## config.mk

```make
export PLATFORM = sky130hd
export DESIGN_NAME = sincos_angle_lap_tracker
export DESIGN_NICKNAME = d
export VERILOG_FILES = /design/src/rtl/core/sclt_pkg.sv /design/src/rtl/core/sclt_regs.sv /design/src/rtl/core/sclt_ctrl.sv /design/src/rtl/core/sclt_dp.sv /design/src/rtl/core/sincos_angle_lap_tracker.sv
export SDC_FILE = /design/constraint.sdc
export NUM_CORES = 1
export LEC_CHECK = 0
export ABC_AREA = 0
export BUFFER_PORTS_ARGS = -buffer_cell sky130_fd_sc_hd__buf_2
export CAP_MARGIN = 40
export CORE_ASPECT_RATIO = 0.7
export CORE_MARGIN = 3
export CORE_UTILIZATION = 55
export DETAILED_ROUTE_END_ITERATION = 10
export PLACE_DENSITY = 0.72
export SYNTH_ARGS = -nofsm -noshare
export SYNTH_HDL_FRONTEND = slang
export SYNTH_SLANG_ARGS = --single-unit
export TNS_END_PERCENT = 30
```

## constraint.sdc

```tcl
create_clock -name clk -period 14.8 [get_ports clk]
set_clock_uncertainty 0.2 [all_clocks]
set_input_delay 2.96 -clock clk [delete_from_list [all_inputs] [get_ports clk]]
set_output_delay 2.96 -clock clk [all_outputs]
set_load 0.01 [all_outputs]
```

## src/rtl/core/sclt_pkg.sv

```systemverilog
`default_nettype none
package sclt_pkg;

	// turn resolution, a power of two
	localparam int TICKS_PER_TURN = 1024;
	localparam int ANGLE_W = $clog2(TICKS_PER_TURN);
	localparam int ANGLE_OUT_W = 10;

	// octant slope: one eighth of a turn per unit ratio
	localparam int EIGHTH_SHIFT = ANGLE_W - 3;
	localparam int Q_W = EIGHTH_SHIFT + 1;
	localparam int STEP_W = (Q_W > 1) ? $clog2(Q_W) : 1;

	localparam int SAMPLE_W = 12;
	localparam int AXIS_W = SAMPLE_W + 1;
	localparam int CENTER_W = 12;
	localparam int SPR_W = 7;
	localparam int LAPS_W = 16;
	localparam int SUM_W = 17;
	localparam int DIFF_W = ANGLE_W + 2;

	localparam logic [ANGLE_W-1:0] BASE_ZERO = '0;
	localparam logic [ANGLE_W-1:0] BASE_QUARTER = ANGLE_W'(TICKS_PER_TURN / 4);
	localparam logic [ANGLE_W-1:0] BASE_MINUS_QUARTER =
		ANGLE_W'(TICKS_PER_TURN - TICKS_PER_TURN / 4);
	localparam logic [ANGLE_W-1:0] BASE_HALF = ANGLE_W'(TICKS_PER_TURN / 2);

	localparam logic [CENTER_W-1:0] CENTER_RESET = CENTER_W'(300);
	localparam logic [SPR_W-1:0] SPR_RESET = SPR_W'(5);

	// configuration port
	localparam int ADDR_W = 3;
	localparam int DATA_W = 32;

	typedef enum logic {
		REG_CENTER_OFFSET = 1'b0,
		REG_SAMPLES_PER_REPORT = 1'b1
	} reg_idx_t;

	// controller to datapath
	typedef struct packed {
		logic load;
		logic setup;
		logic div_step;
		logic commit;
	} cmd_t;

	// datapath to controller
	typedef struct packed {
		logic report_due;
		logic out_blocked;
	} sts_t;

endpackage
`default_nettype wire

```

## src/rtl/core/sclt_regs.sv

```systemverilog
`default_nettype none
module sclt_regs (
	input wire logic clk,
	input wire logic arst_n,
	input wire logic psel,
	input wire logic penable,
	input wire logic pwrite,
	input wire logic [sclt_pkg::ADDR_W-1:0] paddr,
	input wire logic [sclt_pkg::DATA_W-1:0] pwdata,
	output logic [sclt_pkg::DATA_W-1:0] prdata,
	output logic pready,
	output logic [sclt_pkg::CENTER_W-1:0] center_offset,
	output logic [sclt_pkg::SPR_W-1:0] samples_per_report
);
	import sclt_pkg::*;

	logic [CENTER_W-1:0] center_q;
	logic [SPR_W-1:0] spr_q;
	reg_idx_t idx;
	logic wr_en;

	assign idx = reg_idx_t'(paddr[2]);
	assign pready = 1'b1;
	assign wr_en = psel && penable && pwrite && pready;

	always_ff @(posedge clk or negedge arst_n) begin
		if (!arst_n) begin
			center_q <= CENTER_RESET;
			spr_q <= SPR_RESET;
		end else if (wr_en) begin
			unique case (idx)
				REG_CENTER_OFFSET: center_q <= pwdata[CENTER_W-1:0];
				REG_SAMPLES_PER_REPORT: spr_q <= pwdata[SPR_W-1:0];
				default: ;
			endcase
		end
	end

	always_comb begin
		unique case (idx)
			REG_CENTER_OFFSET: prdata = DATA_W'(center_q);
			REG_SAMPLES_PER_REPORT: prdata = DATA_W'(spr_q);
			default: prdata = '0;
		endcase
	end

	assign center_offset = center_q;
	assign samples_per_report = spr_q;

endmodule
`default_nettype wire

```

## src/rtl/core/sclt_ctrl.sv

```systemverilog
`default_nettype none
module sclt_ctrl (
	input wire logic clk,
	input wire logic arst_n,
	input wire logic in_valid,
	output logic in_ready,
	output sclt_pkg::cmd_t cmd,
	input wire sclt_pkg::sts_t sts
);
	import sclt_pkg::*;

	typedef enum logic [1:0] {
		ST_IDLE,
		ST_SETUP,
		ST_DIV,
		ST_UPDATE
	} state_t;

	localparam logic [STEP_W-1:0] LAST_STEP = STEP_W'(Q_W - 1);

	state_t state_q;
	logic [STEP_W-1:0] step_q;
	logic commit_ok;

	// a report can only be written once the output register is free
	assign commit_ok = !(sts.report_due && sts.out_blocked);

	always_ff @(posedge clk or negedge arst_n) begin
		if (!arst_n) begin
			state_q <= ST_IDLE;
			step_q <= '0;
		end else begin
			unique case (state_q)
				ST_IDLE: begin
					if (in_valid) state_q <= ST_SETUP;
				end
				ST_SETUP: begin
					step_q <= '0;
					state_q <= ST_DIV;
				end
				ST_DIV: begin
					step_q <= step_q + STEP_W'(1);
					if (step_q == LAST_STEP) state_q <= ST_UPDATE;
				end
				ST_UPDATE: begin
					if (commit_ok) state_q <= ST_IDLE;
				end
				default: state_q <= ST_IDLE;
			endcase
		end
	end

	assign in_ready = (state_q == ST_IDLE);

	always_comb begin
		cmd.load = (state_q == ST_IDLE) && in_valid;
		cmd.setup = (state_q == ST_SETUP);
		cmd.div_step = (state_q == ST_DIV);
		cmd.commit = (state_q == ST_UPDATE) && commit_ok;
	end

endmodule
`default_nettype wire

```

## src/rtl/core/sclt_dp.sv

```systemverilog
`default_nettype none
module sclt_dp (
	input wire logic clk,
	input wire logic arst_n,
	input wire sclt_pkg::cmd_t cmd,
	output sclt_pkg::sts_t sts,
	input wire logic [sclt_pkg::SAMPLE_W-1:0] sample_a,
	input wire logic [sclt_pkg::SAMPLE_W-1:0] sample_b,
	input wire logic [sclt_pkg::CENTER_W-1:0] center_offset,
	input wire logic [sclt_pkg::SPR_W-1:0] samples_per_report,
	output logic out_valid,
	input wire logic out_ready,
	output logic [sclt_pkg::ANGLE_OUT_W-1:0] angle,
	output logic signed [sclt_pkg::LAPS_W-1:0] lap_count,
	output logic signed [sclt_pkg::SUM_W-1:0] angle_change_sum
);
	import sclt_pkg::*;

	localparam logic signed [DIFF_W-1:0] HALF_S = DIFF_W'(TICKS_PER_TURN / 2);
	localparam logic signed [DIFF_W-1:0] TURN_S = DIFF_W'(TICKS_PER_TURN);
	localparam logic signed [SUM_W-1:0] SUM_MAX = {1'b0, {(SUM_W-1){1'b1}}};
	localparam logic signed [SUM_W-1:0] SUM_MIN = {1'b1, {(SUM_W-1){1'b0}}};

	// sample capture
	logic [SAMPLE_W-1:0] a_q, b_q;

	// divider and octant
	logic [SAMPLE_W-1:0] den_q, rem_q;
	logic [Q_W-1:0] dvd_q, quo_q;
	logic neg_q;
	logic [ANGLE_W-1:0] base_q;

	// tracking state
	logic [ANGLE_W-1:0] prev_q;
	logic primed_q;
	logic [LAPS_W-1:0] laps_q;
	logic signed [SUM_W-1:0] acc_q;
	logic [SPR_W-1:0] cnt_q;

	// output register
	logic out_valid_q;
	logic [ANGLE_OUT_W-1:0] angle_q;
	logic [LAPS_W-1:0] lap_q;
	logic signed [SUM_W-1:0] sum_q;

	// setup logic
	logic signed [AXIS_W-1:0] x, y, ax_full, ay_full, ax_s, ay_s;
	logic [SAMPLE_W-1:0] ax, ay, mag_d, den_d;
	logic neg_d;
	logic [ANGLE_W-1:0] base_d;

	assign x = $signed({1'b0, a_q}) - $signed({1'b0, center_offset});
	assign y = $signed({1'b0, b_q}) - $signed({1'b0, center_offset});
	assign ax_full = x[AXIS_W-1] ? -x : x;
	assign ay_full = y[AXIS_W-1] ? -y : y;
	assign ax = ax_full[SAMPLE_W-1:0];
	assign ay = ay_full[SAMPLE_W-1:0];
	assign ax_s = $signed({1'b0, ax});
	assign ay_s = $signed({1'b0, ay});

	// octant pick: numerator magnitude, divisor, result sign and base angle
	always_comb begin
		priority if (x >= ay_s) begin
			mag_d = ay;
			den_d = ax;
			neg_d = y[AXIS_W-1];
			base_d = BASE_ZERO;
		end else if (y >= ax_s) begin
			mag_d = ax;
			den_d = ay;
			neg_d = !x[AXIS_W-1] && (x != '0);
			base_d = BASE_QUARTER;
		end else if (-y >= ax_s) begin
			mag_d = ax;
			den_d = ay;
			neg_d = x[AXIS_W-1];
			base_d = BASE_MINUS_QUARTER;
		end else begin
			mag_d = ay;
			den_d = ax;
			neg_d = !y[AXIS_W-1] && (y != '0);
			base_d = BASE_HALF;
		end
	end

	// restoring divider step
	logic [SAMPLE_W:0] shifted, trial;
	logic ge;

	assign shifted = {rem_q, dvd_q[Q_W-1]};
	assign ge = shifted >= {1'b0, den_q};
	assign trial = shifted - {1'b0, den_q};

	// angle and lap update
	logic [ANGLE_W-1:0] q_ext, theta;
	logic signed [DIFF_W-1:0] diff, change;
	logic lap_up, lap_down;
	logic signed [SUM_W:0] sum_w;
	logic signed [SUM_W-1:0] sum_sat;
	logic [SPR_W-1:0] cnt_next;

	assign q_ext = ANGLE_W'(quo_q);
	assign theta = base_q + (neg_q ? -q_ext : q_ext);
	assign diff = $signed(DIFF_W'(theta)) - $signed(DIFF_W'(prev_q));
	assign lap_up = diff < -HALF_S;
	assign lap_down = diff > HALF_S;

	always_comb begin
		priority if (lap_up) change = diff + TURN_S;
		else if (lap_down) change = diff - TURN_S;
		else change = diff;
	end

	assign sum_w = (SUM_W+1)'(acc_q) + (SUM_W+1)'(change);
	always_comb begin
		if (sum_w[SUM_W] != sum_w[SUM_W-1]) sum_sat = sum_w[SUM_W] ? SUM_MIN : SUM_MAX;
		else sum_sat = sum_w[SUM_W-1:0];
	end

	assign cnt_next = cnt_q + SPR_W'(1);
	assign sts.report_due = primed_q && (cnt_next >= samples_per_report);
	assign sts.out_blocked = out_valid_q && !out_ready;

	// payload registers
	always_ff @(posedge clk) begin
		if (cmd.load) begin
			a_q <= sample_a;
			b_q <= sample_b;
		end
		if (cmd.setup) begin
			den_q <= (den_d == '0) ? SAMPLE_W'(1) : den_d;
			rem_q <= mag_d >> 1;
			dvd_q <= {mag_d[0], {(Q_W-1){1'b0}}};
			quo_q <= '0;
			neg_q <= neg_d;
			base_q <= base_d;
		end else if (cmd.div_step) begin
			rem_q <= ge ? trial[SAMPLE_W-1:0] : shifted[SAMPLE_W-1:0];
			dvd_q <= dvd_q << 1;
			quo_q <= {quo_q[Q_W-2:0], ge};
		end
		if (cmd.commit && sts.report_due) begin
			angle_q <= ANGLE_OUT_W'(theta);
			lap_q <= laps_q + (lap_up ? LAPS_W'(1) : '0) - (lap_down ? LAPS_W'(1) : '0);
			sum_q <= sum_sat;
		end
	end

	// tracking state
	always_ff @(posedge clk or negedge arst_n) begin
		if (!arst_n) begin
			prev_q <= '0;
			primed_q <= 1'b0;
			laps_q <= '0;
			acc_q <= '0;
			cnt_q <= '0;
			out_valid_q <= 1'b0;
		end else begin
			if (out_valid_q && out_ready) out_valid_q <= 1'b0;
			if (cmd.commit) begin
				prev_q <= theta;
				primed_q <= 1'b1;
				if (primed_q) begin
					laps_q <= laps_q + (lap_up ? LAPS_W'(1) : '0)
						- (lap_down ? LAPS_W'(1) : '0);
					if (sts.report_due) begin
						acc_q <= '0;
						cnt_q <= '0;
						out_valid_q <= 1'b1;
					end else begin
						acc_q <= sum_sat;
						cnt_q <= cnt_next;
					end
				end
			end
		end
	end

	assign out_valid = out_valid_q;
	assign angle = angle_q;
	assign lap_count = $signed(lap_q);
	assign angle_change_sum = sum_q;

	a_no_overwrite: assert property (@(posedge clk) disable iff (!arst_n)
		cmd.commit && sts.report_due |-> !(out_valid_q && !out_ready))
		else $error("report written over a pending one");

	a_report_shows: assert property (@(posedge clk) disable iff (!arst_n)
		cmd.commit && sts.report_due |=> out_valid_q && acc_q == '0 && cnt_q == '0)
		else $error("report did not reach the output or sum not cleared");

	a_unprimed_quiet: assert property (@(posedge clk) disable iff (!arst_n)
		cmd.commit && !primed_q |=> cnt_q == $past(cnt_q) && laps_q == $past(laps_q)
			&& primed_q)
		else $error("priming sample changed tracking state");

endmodule
`default_nettype wire

```

## src/rtl/core/sincos_angle_lap_tracker.sv

```systemverilog
`default_nettype none
// Angle and lap tracker for a pair of analog sin/cos sensors. Each request is one pair of
// 12-bit ADC samples; the center_offset register is subtracted from both and a piecewise
// atan2 by octant (truncating division) gives an angle in ticks of a 1024-tick turn. Jumps
// larger than half a turn count a lap, unwrapped changes are summed, and after every
// samples_per_report samples one report (angle, lap count, summed change) is delivered.
// The first sample after reset only primes the previous angle. A sample passes through a
// capture step (the accepting one), an octant setup, eight iterations of the restoring
// divider (one quotient bit per cycle) and an update; no new request is taken until the
// update is done. The update holds while a report is due and the previous one has not been
// taken. The output register lets the next sample be accepted while a report waits.
// Registers sit on the APB port at 0x0 (center) and 0x4 (samples per report); the user
// must write them only while idle, the block itself does not enforce it.
module sincos_angle_lap_tracker (
	input wire logic clk,
	input wire logic arst_n,
	// configuration port
	input wire logic psel,
	input wire logic penable,
	input wire logic pwrite,
	input wire logic [sclt_pkg::ADDR_W-1:0] paddr,
	input wire logic [sclt_pkg::DATA_W-1:0] pwdata,
	output logic [sclt_pkg::DATA_W-1:0] prdata,
	output logic pready,
	// sample requests
	input wire logic in_valid,
	output logic in_ready,
	input wire logic [sclt_pkg::SAMPLE_W-1:0] sample_a,
	input wire logic [sclt_pkg::SAMPLE_W-1:0] sample_b,
	// report requests
	output logic out_valid,
	input wire logic out_ready,
	output logic [sclt_pkg::ANGLE_OUT_W-1:0] angle,
	output logic signed [sclt_pkg::LAPS_W-1:0] lap_count,
	output logic signed [sclt_pkg::SUM_W-1:0] angle_change_sum
);
	import sclt_pkg::*;

	logic [CENTER_W-1:0] center_offset;
	logic [SPR_W-1:0] samples_per_report;
	cmd_t cmd;
	sts_t sts;

	// register file
	sclt_regs u_regs (
		.clk(clk),
		.arst_n(arst_n),
		.psel(psel),
		.penable(penable),
		.pwrite(pwrite),
		.paddr(paddr),
		.pwdata(pwdata),
		.prdata(prdata),
		.pready(pready),
		.center_offset(center_offset),
		.samples_per_report(samples_per_report)
	);

	// sequencer: capture, setup, divide, update
	sclt_ctrl u_ctrl (
		.clk(clk),
		.arst_n(arst_n),
		.in_valid(in_valid),
		.in_ready(in_ready),
		.cmd(cmd),
		.sts(sts)
	);

	// octant atan2, divider, lap tracking and output register
	sclt_dp u_dp (
		.clk(clk),
		.arst_n(arst_n),
		.cmd(cmd),
		.sts(sts),
		.sample_a(sample_a),
		.sample_b(sample_b),
		.center_offset(center_offset),
		.samples_per_report(samples_per_report),
		.out_valid(out_valid),
		.out_ready(out_ready),
		.angle(angle),
		.lap_count(lap_count),
		.angle_change_sum(angle_change_sum)
	);

endmodule
`default_nettype wire

```

==> impl_metrics.json, run 1 <==
{
  "die_w_um": 189,
  "fmax_mhz": 140,
  "cts_tree": "yes",
  "critPathLaunch": "u_regs.center_offset[0]",
  "hp-class": "register to register",
  "drive_gt1_share_pct": 15.3,
  "synthArstFlopShare_pct": 42.5,
  "path_buf_inv": 4,
  "num_rows": 46,
  "worst_slew_pin_slew_ns": 0.940,
  "crit_required_ns": 14.79,
  "ant_nets": 0,
  "worst_ep_arrival_time_ns": 7.15,
  "start_util_pct": 56.5,
  "die_area_um2": 25300,
  "hold_violations": 0,
  "synth-seq-area-share_pct": 38.2,
  "dp_slack_ns": 7.79,
  "ys_types": 95,
  "r2r_setup_slack_ns": 7.64,
  "holdBufCountCts": 0,
  "finalSetupTns_ns": 0,
  "setup_viol": 0,
  "path_delay_family": "simple AND/OR/NAND/NOR gates",
  "fillers": 1931,
  "cts_setup_buffers": 0,
  "drt_first_pass_iters": 5,
  "drv_cap": 0,
  "gr-total-overflow": 0,
  "cts_sinks": 179,
  "syn-cell-area_um2": 12900,
  "critPathSlowestCell": "a2111oi_0",
  "antenna_found_initial": 0,
  "path_depth": 25,
  "cts_resized": 0,
  "slew_headroom_pct": 36.6,
  "r2r_cells": 25,
  "vias_per_cell": 5.79,
  "antenna_cells": 0,
  "syn_avg_cell_area_um2": 9.76,
  "syn_to_final_growth_pct": 10.3,
  "grt_pass1_wl_um": 49100,
  "cts-root-buf": "clkbuf_16",
  "utilization_pct": 62.3,
  "cp-start-kind": "register",
  "cp_slowest_stage_delay_ns": 0.49,
  "drc": 0,
  "layout_min_cycle_time_ns": 7.16,
  "rsz0062_at_grt": "false",
  "io_buffers": 100,
  "drt_iter0_drc": 857,
  "worstSetupPathType": "register to register",
  "yosysWarnings": 0,
  "clk_pin_slew_ns": 0.07,
  "worst_path_most_repeated_cell": "nor2_1",
  "setup_slack_ns": 7.64,
  "cp-end-kind": "register",
  "ys.flop_type": "edfxtp_1",
  "core_um2": 22800,
  "vias": 10093,
  "critical_path.max_fanout": 30,
  "post_drt_wl_per_cell_um": 17.4,
  "cts.path.max_buffers": 2,
  "wl_um": 30400,
  "clkLatencyLatePin_ns": 0.44,
  "synth_edf_count": 94,
  "finalMaxSlewViolations": 0,
  "ys_ff_latch": 179,
  "dp_hpwl_um": 22800,
  "holdPathStages": 2,
  "worstHoldStart": "u_dp.acc_q[0]",
  "die_h_um": 134,
  "postSynthCellCount": 1318,
  "grt_max_degree": 47,
  "hold_ws_ns": 0.295,
  "io_pins": 144,
  "grt_pass1_vias": 9466,
  "grtUsageTotal_pct": 24.3,
  "numCtsBuffers": 17,
  "htree_levels": 4,
  "place_congestion": 0.930,
  "reg2reg_from": "u_regs.center_offset[0]",
  "fin_crit_sh_pct": 48.4,
  "outcome": "finished, final reports clean",
  "layout.nets": 1613
}
==> per-stage QoR <==
| stage | area (um2) | std cells |
|---|---|---|
| finish | 14200 | 1742 |
| global placement | 13600 | 1705 |
| floorplan | 12900 | 1337 |
| CTS | 14200 | 1742 |
| global route | 14200 | 1742 |
| detailed placement | 13700 | 1710 |
==> flip-flops by register name (all words and copies together) (netlist names), 8 cells and up <==
signal,flops
u_dp.acc_q,17
u_dp.angle_change_sum,17
u_dp.lap_count,16
u_dp.laps_q,16
u_dp.a_q,12
u_dp.b_q,12
u_dp.den_q,12
u_dp.rem_q,12
u_regs.center_offset,12
u_dp.angle,10
u_dp.prev_q,10
u_dp.quo_q,8
==> cells by family after synthesis <==
family	count (synthesis)	synth area share (%)
adder cells (fa/ha/maj)	131	13.1
XOR/XNOR	86	5.91
buffers and inverters	170	5.76
AO/OA/AOI/OAI	310	16.6
other	2	0.0584
flip-flops	179	38.2
multiplexers	85	7.17
AND/OR/NAND/NOR	355	13.3
==> Yosys cell counts (all sizes together), types with 3 or more instances <==
| cell | number | share of area (%) |
|---|---|---|
| ha | 124 | 12 |
| nor2 | 123 | 3.6 |
| inv | 116 | 3.4 |
| edfxtp | 94 | 22 |
| nand2 | 71 | 2.1 |
| dfrtp | 70 | 14 |
| o21ai | 68 | 2.6 |
| a21oi | 64 | 2.5 |
| xnor2 | 58 | 4.0 |
| mux2 | 45 | 4.1 |
| mux2i | 40 | 3.1 |
| nand3 | 36 | 1.4 |
| buf | 33 | 1.8 |
| nor3 | 31 | 1.2 |
| xor2 | 28 | 1.9 |
| a21o | 26 | 1.5 |
| clkbuf | 21 | 0.61 |
| nand2b | 17 | 0.83 |
| o21a | 16 | 0.93 |
| a31oi | 15 | 0.73 |
| and2 | 14 | 0.68 |
| nor2b | 14 | 0.68 |
| a211oi | 12 | 0.78 |
| a22o | 12 | 0.82 |
| o31ai | 12 | 0.70 |
| a2111oi | 11 | 0.86 |
| o211ai | 10 | 0.58 |
| dfxtp | 9 | 1.4 |
| a21boi | 8 | 0.47 |
| and3 | 7 | 0.34 |
| or2 | 7 | 0.36 |
| dfstp | 6 | 1.2 |
| fa | 6 | 0.93 |
| o22ai | 6 | 0.29 |
| nand4 | 5 | 0.24 |
| or3 | 5 | 0.28 |
| or4 | 5 | 0.29 |
| nor3b | 4 | 0.23 |
| nor4 | 4 | 0.24 |
| o21bai | 4 | 0.23 |
| o221a | 4 | 0.35 |
| o31a | 4 | 0.27 |
| a31o | 3 | 0.20 |
| o211a | 3 | 0.23 |
| o311ai | 3 | 0.20 |
==> worst reg2reg max path: stages (launching register included) <==
cell	delay (ns)
dfrtp_1	0.46
ha_1	0.20
inv_1	0.05
fa_1	0.41
a211o_1	0.37
a21o_1	0.20
nand2_1	0.11
xor2_1	0.45
inv_1	0.25
or3_1	0.44
nor2_1	0.31
nor2_1	0.09
xnor2_1	0.46
ha_1	0.35
o2111a_1	0.15
a2111oi_0	0.49
nand2_1	0.12
a31oi_1	0.18
nor4b_1	0.07
buf_2	0.16
nor2_1	0.22
nor4b_2	0.35
a211oi_4	0.07
buf_4	0.28
mux2i_1	0.18
mux2_2	0.30
==> routing by layer <==
metal / up-vias / part of all wire, % / track usage, %
li1: 4928 / - / -
met1: 4791 / 51 / 38.3
met4: 0 / 0.94 / 4.84
met3: 21 / 8.4 / 5.80
met2: 353 / 40 / 33.7
met5: - / 0 / 0
==> path summary, 6_finish.rpt <==
path	to
min reg2reg	u_dp.acc_q[0]
max reg2reg	u_dp.rem_q[0]
max in group asynchronous	u_dp.prev_q[3]
max	u_dp.rem_q[0]
min in group asynchronous	u_dp.laps_q[12]
min	u_dp.acc_q[0]
==> placed cells by master, fill, tap and decap left out, drive strengths merged, types with 5 or more instances in the layout <==
cell and instances:
or2 7, nor3 31, conb 21, a21oi 64, clkinv 6, or4 5, inv 121, nand4 5
dfxtp 9, ha 124, a21o 26, xnor2 58, fa 6, and2 14, o21ai 68, buf 115
edfxtp 94, mux2i 40, nor2b 14, o31ai 12, dfrtp 70, or3 5, o211ai 10, a31oi 15
o21a 16, and3 7, dfstp 6, mux2 45, nor2 123, nand2 71, o22ai 6, clkbuf 20
nand2b 17, a21boi 8, a22o 12, nand3 36, a211oi 12, xor2 28, a2111oi 11
==> cell type report <==
| cell class | count | area, um2 | share of cell area (%) |
|---|---|---|---|
| inverters | 116 | 435 | 3.07 |
| multi-input cells | 988 | 7300 | 51.5 |
| clock buffers | 20 | 440 | 3.10 |
| well taps | 312 | 390 | 2.75 |
| repair buffers | 115 | 632 | 4.45 |
| clock inverters | 12 | 81.3 | 0.573 |
| flip-flops and latches | 179 | 4910 | 34.6 |
Power of run 1 is left out: the tool's default activity adds up to more than one toggle a clock period on the data nets, which glitch-free logic cannot reach.
==> run 2: changes to the inputs <==
- CORE_UTILIZATION: 55 -> 54
- PLACE_DENSITY: 0.72 -> 0.73
- clock period: 14.8 -> 6 ns (I/O delays scaled with it)
==> impl_metrics.json, run 2 (synthesis gave the netlist of run 1 again) <==
{
  "wl_um": 32200,
  "grt_pass1_vias": 9733,
  "drv_cap": 0,
  "post_drt_wl_per_cell_um": 17.5,
  "clk_pin_slew_ns": 0.07,
  "hold_ws_ns": 0.295,
  "rr_endpoint": "u_dp.laps_q[15]",
  "worstHoldStart": "u_dp.prev_q[0]",
  "dp_hpwl_um": 23800,
  "cts-root-buf": "clkbuf_16",
  "io_pins": 144,
  "die_h_um": 135,
  "worst_slew_pin_slew_ns": 0.820,
  "r2r_cells": 31,
  "rsz0062_at_grt": "true",
  "dp_slack_ns": -0.361,
  "cp-start-kind": "register",
  "slew_headroom_pct": 45.4,
  "cts_tree": "yes",
  "critical_path.max_fanout": 4,
  "setup_viol": 0,
  "finalMaxSlewViolations": 0,
  "holdPathStages": 2,
  "reg2reg_from": "u_dp.quo_q[0]",
  "layout_min_cycle_time_ns": 5.83,
  "fin_crit_sh_pct": 97.2,
  "mostFrequentLayoutCell": "ha_1",
  "vias": 10534,
  "hold_violations": 0,
  "vias_per_cell": 5.73,
  "drc": 0,
  "gr-total-overflow": 0,
  "critPathSlowestCell": "or4_4",
  "cp-end-kind": "register",
  "layout.nets": 1709,
  "syn_to_final_growth_pct": 18.8,
  "place_congestion": 0.915,
  "num_rows": 46,
  "worstSetupPathType": "register to register",
  "core_um2": 23000,
  "crit_required_ns": 6.18,
  "clkLatencyLatePin_ns": 0.44,
  "outcome": "finished, final reports clean",
  "antenna_cells": 0,
  "r2r_setup_slack_ns": 0.17,
  "drt_iter0_drc": 868,
  "fin_cells": 1838,
  "fmax_mhz": 171,
  "drt_first_pass_iters": 6,
  "antenna_found_initial": 1,
  "die_area_um2": 25700,
  "grt_pass1_wl_um": 50500,
  "die_w_um": 191,
  "numCtsBuffers": 17,
  "fillers": 1801,
  "start_util_pct": 55.9,
  "cp_slowest_stage_delay_ns": 0.54,
  "layout_common_cells": "ha_1, nor2_1, inv_1, buf_4, buf_2",
  "worst_ep_arrival_time_ns": 6.01,
  "cts_sinks": 179,
  "placed_cells": 1786,
  "ant_nets": 0,
  "grtUsageTotal_pct": 24.8,
  "io_buffers": 100,
  "cts.path.max_buffers": 2,
  "grt_max_degree": 44,
  "htree_levels": 4,
  "hp-class": "register to register",
  "setup_slack_ns": 0.166,
  "drive_gt1_share_pct": 23.9,
  "hold_end": "u_dp.prev_q[0]"
}
run 2: final cells by class:
type | instances | area (um2) | area share (%)
clock buffer | 25 | 497 | 3.25
inverter | 116 | 435 | 2.85
clock inverter | 7 | 95.1 | 0.622
multi-input combinational | 988 | 7590 | 49.7
timing repair buffer | 211 | 1360 | 8.92
tap | 312 | 390 | 2.55
sequential | 179 | 4910 | 32.2
run 2: how the worst max path moves through the flow:
stage,startpoint,to,cells after the start
after detailed placement,u_dp.quo_q[0],u_dp.laps_q[12],30
after CTS,u_dp.quo_q[0],u_dp.laps_q[15],31
final,u_dp.quo_q[0],u_dp.laps_q[15],31
after global placement,u_dp.quo_q[0],u_dp.laps_q[12],30
after floorplan,u_dp.quo_q[0],u_dp.lap_count[14],30
after global routing,u_dp.quo_q[0],u_dp.laps_q[15],31
run 2: metal layers:
metal / track usage (%) / part of all wire (%)
met1: 38.9 / 51
met2: 34.6 / 41
met3: 5.64 / 7.2
met4: 5.74 / 1.4
met5: 0 / 0
run 2: repair_timing:
action,in CTS,in global routing
setup buffers,1,17
pin swaps,6,23
endpoints found under the setup margin,9,69
resized for setup,12,65
gates cloned,0,2
hold buffers,0,0
run 2: stage by stage:
stage	area (um2)	setup TNS (ns)	utilization, %
global placement	14200	-0.350	61.8
detailed placement	14200	-1.41	61.9
CTS	14900	0	64.6
finish	15300	0	66.4
global route	15300	-1.51	66.4
floorplan	12900	0	-
run 2: critical path, delay by kind of cell (launching register included):
family,cells,cell delay [ns]
AO/OA/AOI/OAI,13,1.73
buffers and inverters,5,0.61
XOR/XNOR,2,0.32
flip-flops,1,0.32
adder cells (fa/ha/maj),4,0.96
AND/OR/NAND/NOR,7,1.64
Power of run 2 is left out for the same reason.
